### config.mk
export PLATFORM = sky130hd
export DESIGN_NAME = boot_frame_page_programmer_core
export DESIGN_NICKNAME = d
export VERILOG_FILES = /design/src/hw/rtl/bfpp_pkg.sv /design/src/hw/rtl/bfpp_frame_parser.sv /design/src/hw/rtl/bfpp_cmd_queue.sv /design/src/hw/rtl/bfpp_executor.sv /design/src/hw/rtl/boot_frame_page_programmer_core.sv
export SDC_FILE = /design/constraint.sdc
export NUM_CORES = 2
export LEC_CHECK = 0
export ABC_AREA = 1
export BUFFER_PORTS_ARGS = -buffer_cell sky130_fd_sc_hd__buf_2
export CORE_MARGIN = 5
export CORE_UTILIZATION = 25
export DETAILED_ROUTE_END_ITERATION = 7
export SLEW_MARGIN = 25
export SYNTH_ARGS = -nofsm -noshare
export SYNTH_HDL_FRONTEND = slang
export SYNTH_HIERARCHICAL = 1
export SYNTH_SLANG_ARGS = --single-unit
### constraint.sdc
create_clock -name clk -period 4.25 [get_ports clk]
set_input_delay 0.85 -clock clk [delete_from_list [all_inputs] [get_ports clk]]
set_output_delay 0.85 -clock clk [all_outputs]
set_load 0.03 [all_outputs]
### src/hw/rtl/bfpp_pkg.sv
// ----------------------------------------------------------------------------
// bfpp_pkg - shared types and constants of the boot frame page programmer
// Frame byte codes, result kinds, the command passed from the frame parser to
// the executor, and the page buffer write request.
// ----------------------------------------------------------------------------
`default_nettype none

package bfpp_pkg;

	localparam int unsigned PAGE_SIZE_LOG2_DEF = 7;
	localparam int unsigned PAGE_IDX_MAX_W     = 7;   // largest page is 128 bytes
	localparam int unsigned STEP_W             = 6;   // up to 38 results per command
	localparam int unsigned QDEPTH             = 2;
	localparam int unsigned QPTR_W             = 1;

	localparam logic [31:0] BASE_RESET = 32'h0800_0400;

	localparam logic [7:0] SIZE_LONG  = 8'hFF;
	localparam logic [7:0] TYPE_RESET = 8'hC7;
	localparam logic [7:0] TYPE_PAGE  = 8'h88;
	localparam logic [7:0] ACK_LEN    = 8'h02;
	localparam logic [7:0] ACK_CODE   = 8'h08;
	localparam logic [7:0] ERR_FLAG   = 8'h10;
	localparam logic [7:0] ERR_CODE   = 8'h01;

	typedef logic [1:0] kind_t;
	localparam kind_t KIND_REPLY = 2'd0;
	localparam kind_t KIND_ERASE = 2'd1;
	localparam kind_t KIND_WRITE = 2'd2;
	localparam kind_t KIND_RESET = 2'd3;

	typedef logic [1:0] op_t;
	localparam op_t OP_NONE = 2'd0;
	localparam op_t OP_ERR  = 2'd1;
	localparam op_t OP_RST  = 2'd2;
	localparam op_t OP_PAGE = 2'd3;

	typedef struct packed {
		op_t        op;
		logic [7:0] size;
		logic [7:0] page_high;
		logic [7:0] page_low;
	} cmd_t;

	typedef struct packed {
		logic                      en;
		logic [PAGE_IDX_MAX_W-1:0] idx;
		logic [7:0]                data;
	} buf_wr_t;

	typedef struct packed {
		logic page_done;
		logic page_active;
	} exec_status_t;

endpackage

`default_nettype wire

### src/hw/rtl/bfpp_frame_parser.sv
// ----------------------------------------------------------------------------
// bfpp_frame_parser - front end: frame byte parsing
// Tracks position, length, running XOR and header fields, sends payload bytes
// to the page buffer; each bad-check, reset or page frame ends in one command.
// ----------------------------------------------------------------------------
`default_nettype none

module bfpp_frame_parser #(
	parameter int unsigned PAGE_SIZE_LOG2 = bfpp_pkg::PAGE_SIZE_LOG2_DEF
) (
	input  wire logic                   clk,
	input  wire logic                   arst_n,
	input  wire logic                   push,
	output logic                        full,
	input  wire logic [7:0]             rx_byte,
	output logic                        q_push,
	output bfpp_pkg::cmd_t              q_cmd,
	input  wire logic                   q_full,
	output bfpp_pkg::buf_wr_t           buf_wr,
	input  wire bfpp_pkg::exec_status_t exec_st,
	output logic                        page_busy
);

	localparam logic [8:0] PAGE_BYTES = 9'(1 << PAGE_SIZE_LOG2);

	logic [8:0] pos_q, len_q;
	logic [7:0] xor_q, size_q, type_q, ph_q, pl_q;
	logic       page_busy_q;

	logic       acc, first, frame_end;
	logic [8:0] len_n, pos_inc;
	logic [7:0] xor_n, size_n, type_n, ph_n, pl_n;
	bfpp_pkg::op_t op_n;

	assign full      = page_busy_q | q_full;
	assign acc       = push & ~full;
	assign first     = (pos_q == 9'd0);
	assign page_busy = page_busy_q;

	always_comb begin
		len_n  = len_q;
		size_n = size_q;
		xor_n  = xor_q ^ rx_byte;
		if (first) begin
			size_n = rx_byte;
			xor_n  = rx_byte;
			len_n  = ((rx_byte == bfpp_pkg::SIZE_LONG) ? PAGE_BYTES + 9'd2 : {1'b0, rx_byte})
			         + 9'd3;
		end
		type_n = (pos_q == 9'd1) ? rx_byte : type_q;
		ph_n   = (pos_q == 9'd2) ? rx_byte : ph_q;
		pl_n   = (pos_q == 9'd3) ? rx_byte : pl_q;
	end

	assign pos_inc   = pos_q + 9'd1;
	assign frame_end = (pos_inc >= len_n);

	always_comb begin
		priority if (xor_n != 8'd0)                  op_n = bfpp_pkg::OP_ERR;
		else if (type_n == bfpp_pkg::TYPE_RESET)     op_n = bfpp_pkg::OP_RST;
		else if (type_n == bfpp_pkg::TYPE_PAGE)      op_n = bfpp_pkg::OP_PAGE;
		else                                         op_n = bfpp_pkg::OP_NONE;
	end

	assign q_push          = acc & frame_end & (op_n != bfpp_pkg::OP_NONE);
	assign q_cmd.op        = op_n;
	assign q_cmd.size      = size_n;
	assign q_cmd.page_high = ph_n;
	assign q_cmd.page_low  = pl_n;

	// payload bytes beyond the page only feed the XOR
	assign buf_wr.en   = acc & (pos_q >= 9'd4) & (pos_q < PAGE_BYTES + 9'd4);
	assign buf_wr.idx  = bfpp_pkg::PAGE_IDX_MAX_W'(pos_q - 9'd4);
	assign buf_wr.data = rx_byte;

	always_ff @(posedge clk or negedge arst_n) begin
		if (!arst_n) begin
			pos_q  <= '0;
			len_q  <= '0;
			xor_q  <= '0;
			size_q <= '0;
			type_q <= '0;
			ph_q   <= '0;
			pl_q   <= '0;
		end else if (acc) begin
			pos_q  <= frame_end ? 9'd0 : pos_inc;
			len_q  <= len_n;
			xor_q  <= xor_n;
			size_q <= size_n;
			type_q <= type_n;
			ph_q   <= ph_n;
			pl_q   <= pl_n;
		end
	end

	// the buffer is owned by the executor until the acknowledge is out
	always_ff @(posedge clk or negedge arst_n) begin
		if (!arst_n) begin
			page_busy_q <= 1'b0;
		end else if (q_push && q_cmd.op == bfpp_pkg::OP_PAGE) begin
			page_busy_q <= 1'b1;
		end else if (exec_st.page_done) begin
			page_busy_q <= 1'b0;
		end
	end

endmodule

`default_nettype wire

### src/hw/rtl/bfpp_cmd_queue.sv
// ----------------------------------------------------------------------------
// bfpp_cmd_queue - command queue between parser and executor
// Two-entry FIFO of frame-end commands.
// ----------------------------------------------------------------------------
`default_nettype none

module bfpp_cmd_queue (
	input  wire logic           clk,
	input  wire logic           arst_n,
	input  wire logic           wr_en,
	input  wire bfpp_pkg::cmd_t wr_cmd,
	output logic                q_full,
	output logic                rd_valid,
	output bfpp_pkg::cmd_t      rd_cmd,
	input  wire logic           rd_en
);

	localparam int unsigned CNT_W = bfpp_pkg::QPTR_W + 1;

	bfpp_pkg::cmd_t                  entry_q [bfpp_pkg::QDEPTH];
	logic [bfpp_pkg::QPTR_W-1:0]     wp_q, rp_q;
	logic [CNT_W-1:0]                cnt_q;
	logic                            do_wr, do_rd;

	assign q_full   = (cnt_q == CNT_W'(bfpp_pkg::QDEPTH));
	assign rd_valid = (cnt_q != '0);
	assign rd_cmd   = entry_q[rp_q];
	assign do_wr    = wr_en & ~q_full;
	assign do_rd    = rd_en & rd_valid;

	always_ff @(posedge clk) begin
		if (do_wr) begin
			entry_q[wp_q] <= wr_cmd;
		end
	end

	always_ff @(posedge clk or negedge arst_n) begin
		if (!arst_n) begin
			wp_q  <= '0;
			rp_q  <= '0;
			cnt_q <= '0;
		end else begin
			if (do_wr) wp_q <= wp_q + 1'b1;
			if (do_rd) rp_q <= rp_q + 1'b1;
			unique case ({do_wr, do_rd})
				2'b10:   cnt_q <= cnt_q + 1'b1;
				2'b01:   cnt_q <= cnt_q - 1'b1;
				default: cnt_q <= cnt_q;
			endcase
		end
	end

endmodule

`default_nettype wire

### src/hw/rtl/bfpp_executor.sv
// ----------------------------------------------------------------------------
// bfpp_executor - back end: command execution and page buffer
// Holds the page buffer as 32-bit rows and steps each command through its
// results into a one-entry output register.
// ----------------------------------------------------------------------------
`default_nettype none

module bfpp_executor #(
	parameter int unsigned PAGE_SIZE_LOG2 = bfpp_pkg::PAGE_SIZE_LOG2_DEF
) (
	input  wire logic              clk,
	input  wire logic              arst_n,
	input  wire logic              q_valid,
	input  wire bfpp_pkg::cmd_t    q_cmd,
	output logic                   q_pop,
	input  wire logic [31:0]       base_addr,
	input  wire bfpp_pkg::buf_wr_t buf_wr,
	output bfpp_pkg::exec_status_t exec_st,
	output logic                   empty,
	input  wire logic              pop,
	output logic [1:0]             kind,
	output logic [7:0]             reply_byte,
	output logic [31:0]            flash_address,
	output logic [31:0]            flash_word,
	output logic                   last
);

	localparam int unsigned BYTES = 1 << PAGE_SIZE_LOG2;
	localparam int unsigned ROWS  = 1 << (PAGE_SIZE_LOG2 - 2);
	localparam int unsigned ROW_W = (PAGE_SIZE_LOG2 > 2) ? PAGE_SIZE_LOG2 - 2 : 1;
	localparam int unsigned SW    = bfpp_pkg::STEP_W;
	localparam logic [SW-1:0] FIRST_ACK = SW'(ROWS + 1);
	localparam logic [SW-1:0] PAGE_END  = SW'(ROWS + 5);
	localparam logic [SW-1:0] ERR_END   = SW'(3);
	localparam logic [ROW_W-1:0] LAST_ROW = ROW_W'(ROWS - 1);

	logic [31:0]       mem_q [ROWS];
	logic [BYTES-1:0]  vld_q;
	logic [31:0]       rd_data_s1;
	logic [3:0]        rd_vld_s1;
	logic              rd_fresh_q;

	logic              busy_q;
	bfpp_pkg::op_t     op_q;
	logic [7:0]        size_q, ph_q, pl_q;
	logic [31:0]       addr_q;
	logic [SW-1:0]     step_q;
	logic [ROW_W-1:0]  widx_q;

	logic              ovld_q;

	logic              load, is_word, final_step, emit, ack_wr, widx_chg;
	logic [2:0]        ack_i;
	logic [7:0]        err_b, ck;
	logic [31:0]       word;
	logic [SW-1:0]     end_step;
	bfpp_pkg::kind_t   r_kind;
	logic [7:0]        r_byte;
	logic [31:0]       r_addr, r_word;

	logic                      we;
	logic [PAGE_SIZE_LOG2-1:0] w_idx;
	logic [ROW_W-1:0]          w_row;
	logic [1:0]                w_lane;
	logic [7:0]                w_data;

	assign load    = ~busy_q & q_valid;
	assign q_pop   = load;
	assign is_word = (op_q == bfpp_pkg::OP_PAGE) && (step_q != '0) && (step_q < FIRST_ACK);

	always_comb begin
		unique case (op_q)
			bfpp_pkg::OP_ERR:  end_step = ERR_END;
			bfpp_pkg::OP_PAGE: end_step = PAGE_END;
			default:           end_step = '0;
		endcase
	end

	assign final_step = (step_q == end_step);
	assign emit       = busy_q & (~ovld_q | pop) & (~is_word | rd_fresh_q);
	assign ack_wr     = emit & (op_q == bfpp_pkg::OP_PAGE) & final_step;
	assign widx_chg   = load | (emit & is_word & (widx_q != LAST_ROW));

	assign err_b = size_q | bfpp_pkg::ERR_FLAG;
	assign ck    = bfpp_pkg::ACK_LEN ^ bfpp_pkg::ACK_CODE ^ ph_q ^ pl_q;
	assign ack_i = 3'(step_q - FIRST_ACK);

	// bytes never written since reset read as zero
	always_comb begin
		for (int l = 0; l < 4; l++) begin
			word[8*l +: 8] = rd_vld_s1[l] ? rd_data_s1[8*l +: 8] : 8'd0;
		end
	end

	always_comb begin
		r_kind = bfpp_pkg::KIND_REPLY;
		r_byte = 8'd0;
		r_addr = 32'd0;
		r_word = 32'd0;
		unique case (op_q)
			bfpp_pkg::OP_ERR: begin
				r_byte = (step_q == '0 || step_q == ERR_END) ? err_b : bfpp_pkg::ERR_CODE;
			end
			bfpp_pkg::OP_PAGE: begin
				if (step_q == '0) begin
					r_kind = bfpp_pkg::KIND_ERASE;
					r_addr = addr_q;
				end else if (is_word) begin
					r_kind = bfpp_pkg::KIND_WRITE;
					r_addr = addr_q;
					r_word = word;
				end else begin
					unique case (ack_i)
						3'd0:    r_byte = bfpp_pkg::ACK_LEN;
						3'd1:    r_byte = bfpp_pkg::ACK_CODE;
						3'd2:    r_byte = ph_q;
						3'd3:    r_byte = pl_q;
						default: r_byte = ck;
					endcase
				end
			end
			default: begin
				r_kind = bfpp_pkg::KIND_RESET;
			end
		endcase
	end

	// single write port: parser bytes, or the acknowledge check byte into entry zero
	assign we     = buf_wr.en | ack_wr;
	assign w_idx  = ack_wr ? '0 : buf_wr.idx[PAGE_SIZE_LOG2-1:0];
	assign w_data = ack_wr ? ck : buf_wr.data;
	assign w_row  = ROW_W'(w_idx >> 2);
	assign w_lane = w_idx[1:0];

	always_ff @(posedge clk) begin
		if (we) begin
			mem_q[w_row][8*w_lane +: 8] <= w_data;
		end
		rd_data_s1 <= mem_q[widx_q];
	end

	always_ff @(posedge clk or negedge arst_n) begin
		if (!arst_n) begin
			vld_q      <= '0;
			rd_vld_s1  <= '0;
			rd_fresh_q <= 1'b0;
		end else begin
			if (we) vld_q[w_idx] <= 1'b1;
			rd_vld_s1  <= vld_q[4*widx_q +: 4];
			rd_fresh_q <= ~widx_chg;
		end
	end

	always_ff @(posedge clk or negedge arst_n) begin
		if (!arst_n) begin
			busy_q <= 1'b0;
			op_q   <= bfpp_pkg::OP_NONE;
			step_q <= '0;
			widx_q <= '0;
		end else if (load) begin
			busy_q <= 1'b1;
			op_q   <= q_cmd.op;
			step_q <= '0;
			widx_q <= '0;
		end else if (emit) begin
			if (final_step) busy_q <= 1'b0;
			else            step_q <= step_q + 1'b1;
			if (widx_chg)   widx_q <= widx_q + 1'b1;
		end
	end

	always_ff @(posedge clk) begin
		if (load) begin
			size_q <= q_cmd.size;
			ph_q   <= q_cmd.page_high;
			pl_q   <= q_cmd.page_low;
			addr_q <= base_addr
			          + 32'({q_cmd.page_high, q_cmd.page_low, PAGE_SIZE_LOG2'(0)});
		end else if (emit && is_word) begin
			addr_q <= addr_q + 32'd4;
		end
	end

	always_ff @(posedge clk or negedge arst_n) begin
		if (!arst_n) begin
			ovld_q <= 1'b0;
		end else if (emit) begin
			ovld_q <= 1'b1;
		end else if (pop) begin
			ovld_q <= 1'b0;
		end
	end

	always_ff @(posedge clk) begin
		if (emit) begin
			kind          <= r_kind;
			reply_byte    <= r_byte;
			flash_address <= r_addr;
			flash_word    <= r_word;
			last          <= final_step;
		end
	end

	assign empty               = ~ovld_q;
	assign exec_st.page_done   = ack_wr;
	assign exec_st.page_active = busy_q & (op_q == bfpp_pkg::OP_PAGE);

endmodule

`default_nettype wire

### src/hw/rtl/boot_frame_page_programmer_core.sv
// ----------------------------------------------------------------------------
// boot_frame_page_programmer_core - boot frame parser and page programmer
// Parser, command queue and executor with the firmware base address register.
// ----------------------------------------------------------------------------
// Frame bytes are taken one per clock while full is low. At the last byte of
// a frame a command is queued: a bad check gives four reply bytes, a reset
// frame one reset request, a page frame an erase, one word write per 32-bit
// word of the page and five acknowledge bytes. The executor produces at most
// one result per cycle, and each page word after the first waits for a fresh
// page buffer read, so a page frame keeps full high after its last byte while
// the buffer is read out, until the acknowledge check byte is out; result
// stalls lengthen that. Error and reset frames do not hold off input unless
// the two-entry command queue is full. The address register may be written
// only while the block is idle.
`default_nettype none

module boot_frame_page_programmer_core #(
	parameter int unsigned PAGE_SIZE_LOG2 = bfpp_pkg::PAGE_SIZE_LOG2_DEF
) (
	input  wire logic        clk,
	input  wire logic        arst_n,
	input  wire logic        push,
	output logic             full,
	input  wire logic [7:0]  rx_byte,
	output logic             empty,
	input  wire logic        pop,
	output logic [1:0]       kind,
	output logic [7:0]       reply_byte,
	output logic [31:0]      flash_address,
	output logic [31:0]      flash_word,
	output logic             last,
	input  wire logic        cfg_valid,
	output logic             cfg_ready,
	input  wire logic [31:0] cfg_data
);

	logic [31:0]            base_q;
	logic                   q_push, q_full, q_valid, q_pop, pg_busy;
	bfpp_pkg::cmd_t         f_cmd, h_cmd;
	bfpp_pkg::buf_wr_t      buf_wr;
	bfpp_pkg::exec_status_t exec_st;

	assign cfg_ready = 1'b1;

	always_ff @(posedge clk or negedge arst_n) begin
		if (!arst_n) begin
			base_q <= bfpp_pkg::BASE_RESET;
		end else if (cfg_valid) begin
			base_q <= cfg_data;
		end
	end

	bfpp_frame_parser #(.PAGE_SIZE_LOG2(PAGE_SIZE_LOG2)) u_parser (
		.clk       (clk),
		.arst_n    (arst_n),
		.push      (push),
		.full      (full),
		.rx_byte   (rx_byte),
		.q_push    (q_push),
		.q_cmd     (f_cmd),
		.q_full    (q_full),
		.buf_wr    (buf_wr),
		.exec_st   (exec_st),
		.page_busy (pg_busy)
	);

	bfpp_cmd_queue u_queue (
		.clk      (clk),
		.arst_n   (arst_n),
		.wr_en    (q_push),
		.wr_cmd   (f_cmd),
		.q_full   (q_full),
		.rd_valid (q_valid),
		.rd_cmd   (h_cmd),
		.rd_en    (q_pop)
	);

	bfpp_executor #(.PAGE_SIZE_LOG2(PAGE_SIZE_LOG2)) u_exec (
		.clk           (clk),
		.arst_n        (arst_n),
		.q_valid       (q_valid),
		.q_cmd         (h_cmd),
		.q_pop         (q_pop),
		.base_addr     (base_q),
		.buf_wr        (buf_wr),
		.exec_st       (exec_st),
		.empty         (empty),
		.pop           (pop),
		.kind          (kind),
		.reply_byte    (reply_byte),
		.flash_address (flash_address),
		.flash_word    (flash_word),
		.last          (last)
	);

	// a command is never dropped at the queue
	a_no_push_when_full: assert property (@(posedge clk) disable iff (!arst_n)
		q_push |-> !q_full)
		else $error("command pushed into full queue");

	// the parser never writes the buffer while a page is being read out
	a_no_buf_wr_in_page: assert property (@(posedge clk) disable iff (!arst_n)
		buf_wr.en |-> !pg_busy)
		else $error("page buffer written during page programming");

	// executor working on a page implies the parser holds the buffer lock
	a_page_lock_held: assert property (@(posedge clk) disable iff (!arst_n)
		exec_st.page_active |-> pg_busy)
		else $error("page command active without buffer lock");

	// lock releases only once the acknowledge check byte has gone out
	a_lock_release: assert property (@(posedge clk) disable iff (!arst_n)
		$fell(pg_busy) |-> $past(exec_st.page_done))
		else $error("buffer lock released early");

endmodule

`default_nettype wire
=== Word-level counts from Yosys, hierarchy flattened ===
Memories as Yosys holds them, arrays and structs flattened. A register that Yosys moved wholly into a read port is not among the register bits.
Index checks and enable logic that the tools add are counted.

* Register bits: 374
* Latch bits: 0
* RAM bits: 1076
* ROM bits: 0
* Bits of input ports: 45
* Output and inout bits: 78
* Memories: 2

* $add $sub $neg: 13
* Multipliers: 0
* Divide/modulo/power cells: 0
* Magnitude comparators: 6
* Equality and inequality tests: 19
* Shifts and indexed selects: 3
* Multiplexer cells: 46
* Bitwise operators: 34
* Reductions and logical operators: 27

{| class="wikitable"
|+ Memory list
! memory !! words !! width !! rd ports !! clocked after Yosys merged registers in !! write ports !! line !! RTL
|-
| u_exec.mem_q || 32 || 32 || 1 || 1 || 1 || bfpp_executor.sv:37 || <nowiki>logic [31:0] mem_q [ROWS];</nowiki>
|-
| u_queue.entry_q || 2 || 26 || 1 || 0 || 1 || bfpp_cmd_queue.sv:20 || <nowiki>bfpp_pkg::cmd_t entry_q [bfpp_pkg::QDEPTH];</nowiki>
|}

{| class="wikitable"
|+ Operator list
! kind !! count
|-
| $mux W32 || 5
|-
| $or A128 B128 Y128 || 1
|-
| $shiftx A128 B8 Y4 || 1
|-
| $mux W8 || 10
|-
| $neg A5 Y34 || 1
|-
| $shift A8 B34 Y32 const A || 1
|-
| $shiftx A8 B34 Y32 || 1
|-
| $add A32 B23 Y32 || 1
|-
| $add A32 B3 Y32 const B || 1
|-
| $pmux W8 S4 || 1
|-
| $eq A8 B8 Y1 const B || 3
|-
| $eq A9 B2 Y1 const B || 2
|-
| $mux W6 || 3
|-
| $mux W9 || 2
|-
| $reduce_bool A2 Y1 || 9
|-
| $pmux W8 S2 || 1
|-
| $reduce_or A4 Y1 || 4
|-
| $xor A8 B8 Y8 || 2
|-
| $mux W5 || 3
|-
| $and A1 B1 Y1 || 14
|-
| $pmux W6 S2 || 1
|-
| $mux W1 || 11
|-
| $not A1 Y1 || 11
|-
| $mux W2 || 5
|-
| 37 further kinds || 54
|}

=== Logic depth before layout (Yosys ltp) ===
* Depth in word-level cells: 14
* Depth in mapped cells: 27

=== Cells and area by module ===
The synthesis kept the hierarchy.

{| class="wikitable"
|+ Modules (own cells, without submodules)
! module !! instances !! cells an instance !! area each (um^2)
|-
| bfpp_executor || 1 || 5032 || 56092.5
|-
| bfpp_frame_parser || 1 || 552 || 3927.5
|-
| bfpp_cmd_queue || 1 || 167 || 2366.0
|-
| boot_frame_page_programmer_core || 1 || 138 || 1306.3
|}

=== Worst setup path after synthesis ===
OpenSTA, ideal clock, no wires.

* Kind: input port to flip-flop
* Start: input rx_byte[5]
* End: memory u_queue/entry_q[1][0] (netlist name), enable pin
* Setup time: 0.409 ns
* Arrival: 4.101 ns
* Data required time: 3.841 ns
* Slack: -0.260 ns
* Cell stages on the path: 20
* Buffers on the path: 1
* Cell sequence: clkbuf_1 -> nand2_1 -> inv_1 -> nand3_2 -> nand3_1 -> nor2_1 -> nand2_1 -> o22ai_1 -> inv_1 -> ha_1 -> nand2_1 -> nor2_1 -> nand3b_1 -> nand4_1 -> nand2_1 -> inv_1 -> nand2_1 -> inv_1 -> o21ai_2 -> nor2_1

* Longest elaborated chain between the ends: 10

{| class="wikitable"
|+ RTL lines
! what !! line !! RTL
|-
| from (decl) || boot_frame_page_programmer_core.sv:24 || <nowiki>input wire logic [7:0] rx_byte,</nowiki>
|-
| $eq A8 B8 Y1 / $mux W8 (equally long branches) || bfpp_frame_parser.sv:47, bfpp_frame_parser.sv:50 ||
|-
| $mux W8 / $eq A8 B8 Y1 (equally long branches) || bfpp_frame_parser.sv:47, bfpp_frame_parser.sv:61 ||
|-
| $add A9 B2 Y9 / $mux W2 (equally long branches) || bfpp_frame_parser.sv:48, bfpp_frame_parser.sv:61 ||
|-
| $mux W9 / $mux W2 (equally long branches) || bfpp_frame_parser.sv:44, bfpp_frame_parser.sv:60 ||
|-
| $ge A9 B9 Y1 / $mux W2 (equally long branches) || bfpp_frame_parser.sv:56, bfpp_frame_parser.sv:59 ||
|-
| $and A1 B1 Y1 / $reduce_bool A2 Y1 (equally long branches) || bfpp_frame_parser.sv:65 || <nowiki>assign q_push = acc & frame_end & (op_n != bfpp_pkg::OP_NONE);</nowiki>
|-
| $and A1 B1 Y1 * || bfpp_frame_parser.sv:65 ||
|-
| via q_push || boot_frame_page_programmer_core.sv:38 || <nowiki>logic q_push, q_full, q_valid, q_pop, pg_busy;</nowiki>
|-
| $and A1 B1 Y1 * || bfpp_cmd_queue.sv:28 || <nowiki>assign do_wr = wr_en & ~q_full;</nowiki>
|-
| $mux W1 * || bfpp_cmd_queue.sv:32 || <nowiki>if (do_wr) begin</nowiki>
|-
| $mux W1 (implied by the code) * || bfpp_cmd_queue.sv:33 || <nowiki>entry_q[wp_q] <= wr_cmd;</nowiki>
|-
| to (decl) || bfpp_cmd_queue.sv:20 ||
|}

The timed path passes the listed nets; every way through them passes the cells marked *.

==> insert_results.sql <==
INSERT INTO impl_metrics (metric_group, metric, value, unit) VALUES
('clocking', 'worstSkewPairLatency', '0.79', 'ns'),
('sta', 'worst_slew_pin_slew', '1.36', 'ns'),
('sta', 'finalSetupViolations', '0', ''),
('setup_path', 'critical-path-top-delay-family', 'simple AND/OR/NAND/NOR gates', ''),
('setup_path', 'cp_data_required_time', '4.74', 'ns'),
('setup_path', 'timing.critical_path.cells', 'inv_1 -> buf_4 -> nand2_1 -> nor2_1 -> nand3_1 -> a2111oi_1 -> buf_4 -> inv_1 -> nand2_2 -> nand2_1 -> nor2_1 -> buf_4', ''),
('clocking', 'cts_buf_count', '145', ''),
('layout', 'post-route-util', '29.1', '%'),
('setup_path', 'cp_common_cell', 'sky130_fd_sc_hd__buf_4', ''),
('synthesis', 'yosys_warnings', '6', ''),
('setup_path', 'critPathCaptureType', 'register', ''),
('route', 'dr.first_iter.drc_count', '4077', ''),
('floorplanning', 'die_y', '514', 'µm'),
('floorplanning', 'top_level_ports', '123', ''),
('route', 'detailroute.via_count', '43899', ''),
('floorplanning', 'placeableCoreArea', '254000', 'µm²'),
('sta', 'slew-limit-headroom', '9.03', '%'),
('setup_path', 'timing.critical_path.slowest_stage_cell', 'sky130_fd_sc_hd__a2111oi_1', ''),
('route', 'routedWlPerCell', '18.8', 'µm'),
('route', 'routed_wl', '179000', 'µm'),
('placed_design', 'port-buffer-count', '121', ''),
('setup_path', 'worstPathArrival', '4.46', 'ns'),
('floorplanning', 'start_util', '25.1', '%'),
('placed_design', 'routability_congestion', '0.880', ''),
('power_and_ir_drop', 'static-leakage-power', '0.0260', 'µW'),
('clocking', 'clock_tree.buffer_depth', '3', ''),
('layout', 'numnets_final', '6140', ''),
('setup_path', 'cp.depth', '12', ''),
('layout', 'multiInputGateArea', '17700', 'µm²'),
('setup_path', 'critPathLaunchType', 'register', ''),
('route', 'viasPerCell', '4.61', ''),
('sta', 'setup_tns', '0', 'ns'),
('route', 'drt_drc_violations_left', '0', ''),
('synthesis', 'syn_avg_cell_area', '10.8', 'µm²'),
('synthesis', 'synth_area', '63600', 'µm²'),
('setup_path', 'timing_worst_setup_path_type', 'reg2reg', ''),
('layout', 'layout-drive-gt1-share', '12.2', '%'),
('placed_design', 'dp_worst_setup_slack', '0.225', 'ns'),
('setup_path', 'register_to_register_setup_slack', '0.28', 'ns'),
('clocking', 'postCtsSetupRepairBufs', '0', ''),
('global_route', 'grt_start_max_net_pins', '211', ''),
('clocking', 'cts_tree', 'yes', ''),
('clocking', 'clock_tree.root_cell', 'sky130_fd_sc_hd__clkbuf_16', ''),
('sta', 'fin_crit_sh', '93.3', '%'),
('sta', 'grt_setup_unrepaired', 'false', ''),
('setup_path', 'slowest_delay', '0.70', 'ns'),
('placed_design', 'dpl.hpwl', '116000', 'µm'),
('layout', 'layout.filler_cells', '26055', ''),
('power_and_ir_drop', 'power.ir.vdd_worst', '0.000458', 'V'),
('sta', 'final_max_slew_viol_count', '0', ''),
('job', 'cap_violations', '0', ''),
('synthesis', 'postSynthCellCount', '5878', ''),
('global_route', 'grt_pass1_vias', '42891', ''),
('setup_path', 'path_buf_inv', '5', ''),
('clocking', 'cts_num_sinks', '1478', ''),
('route', 'drt_pre_antenna_iters', '6', ''),
('layout', 'seqCellArea', '42900', 'µm²'),
('floorplanning', 'die-area', '264000', 'µm²'),
('global_route', 'grt_overflow_total', '0', ''),
('clocking', 'clock_tree.htree_level_count', '4', ''),
('sta', 'crit_path_time_final', '3.97', 'ns'),
('sta', 'clock_skew', '0.0365', 'ns'),
('power_and_ir_drop', 'powerDensity', '394', 'nW/µm²'),
('sta', 'hold_violations', '0', ''),
('floorplanning', 'chipWidth', '514', 'µm'),
('setup_path', 'reg2reg_depth', '12', ''),
('global_route', 'grt_first_pass_wirelength', '269000', 'µm'),
('floorplanning', 'placement_rows', '185', ''),
('global_route', 'grt.total_usage', '13.1', '%'),
('sta', 'timing.final.ws_setup', '0.283', 'ns'),
('global_route', 'antenna_found_initial', '7', ''),
('route', 'postRouteAntennaNets', '0', ''),
('sta', 'timing.fmax', '252', 'MHz'),
('outcome', 'result_of_the_run', 'completed', ''),
('clocking', 'path_clk_slew', '0.07', 'ns'),
('synthesis', 'postSynthNetCount', '5972', ''),
('hold_path', 'hold_class', 'in2async', ''),
('setup_path', 'critical_path.max_fanout', '14', ''),
('layout', 'layout-area-overhead-vs-synth', '15.9', '%');
## timing repair
| item | CTS | global route |
|---|---|---|
| gates resized for setup | 0 | 4 |
| setup endpoints to repair | 0 | 24 |
| hold buffers | 0 | 0 |
## flip-flops by register name, summed over array words and instances (netlist names), 7 cells and up
register and flops:
u_parser/type_q 8, u_exec/ph_q 8, u_exec/flash_word 32, u_exec/addr_q 32, base_q 32, u_queue/entry_q 50, u_parser/pl_q 8, u_parser/len_q 9
u_exec/flash_address 32, u_parser/ph_q 8, u_exec/vld_q 128, u_exec/rd_data_s1 32, u_parser/size_q 7, u_exec/pl_q 8, u_parser/xor_q 8, u_parser/pos_q 9
u_exec/size_q 7, u_exec/mem_q 1024, u_exec/reply_byte 8
## where the power goes
part	switching (µW)	internal, µW
logic	327	99.5
registers	52.7	15600
clock network	5570	7410
## metrics by stage
| stage | total power, µW | hold slack (ns) | area (µm²) | cells |
|---|---|---|---|---|
| final | 29000 | 0.169 | 73700 | 9529 |
| after global routing | 29900 | 0.225 | 73700 | 9526 |
| after CTS | 29300 | 0.163 | 73700 | 9525 |
| after detailed placement | 16400 | 0.437 | 68900 | 9265 |
| after global placement | 16400 | 0.433 | 68900 | 9265 |
| after floorplan | 16100 | 0.422 | 63600 | 5878 |
## per-layer routing
layer | wire length [µm] | vias to the layer above | GRT usage, %
met5 | 0 | - | 0
met4 | 6450 | 0 | 4.88
met3 | 10200 | 308 | 1.76
met2 | 85900 | 1439 | 22.0
met1 | 76200 | 21604 | 17.3
li1 | - | 20548 | -
## layout by cell type (no fill, tap or decap), drive strengths merged, types with 4 or more instances in the layout
master,count
dfrtp,240
buf,355
clkinv,51
xor2,46
o31ai,5
nor2,1026
diode,4
clkinvlp,5
bufinv,15
a31oi,10
edfxtp,1204
o21ai,748
or2,6
xnor2,12
nand4,63
inv,414
nand2,1053
dfxtp,32
o22ai,168
a21oi,84
nand3,207
nor3,39
clkbuf,180
o21bai,8
o211ai,117
ha,48
nand3b,5
## area by class of cell
| type | instances | share of cell area, % |
|---|---|---|
| timing repair buffer | 355 | 3.52 |
| clock inverter | 80 | 1.22 |
| tap | 3366 | 5.71 |
| sequential | 1478 | 58.2 |
| inverter | 405 | 2.10 |
| multi-input combinational | 3661 | 24.0 |
| clock buffer | 180 | 5.23 |
| antenna | 4 | 0.0136 |
## path summary, 6_finish.rpt
path,end,start
setup / recovery,u_exec/mem_q[12][4],u_parser/pos_q[2]
hold / removal,u_exec/vld_q[22],arst_n
setup reg to reg,u_exec/mem_q[12][4],u_parser/pos_q[2]
hold reg to reg,u_exec/vld_q[10],u_exec/vld_q[10]
max in group asynchronous,u_exec/vld_q[120],arst_n
min in group clk,base_q[10],cfg_data[10]
(Power assumes the default switching activity.)
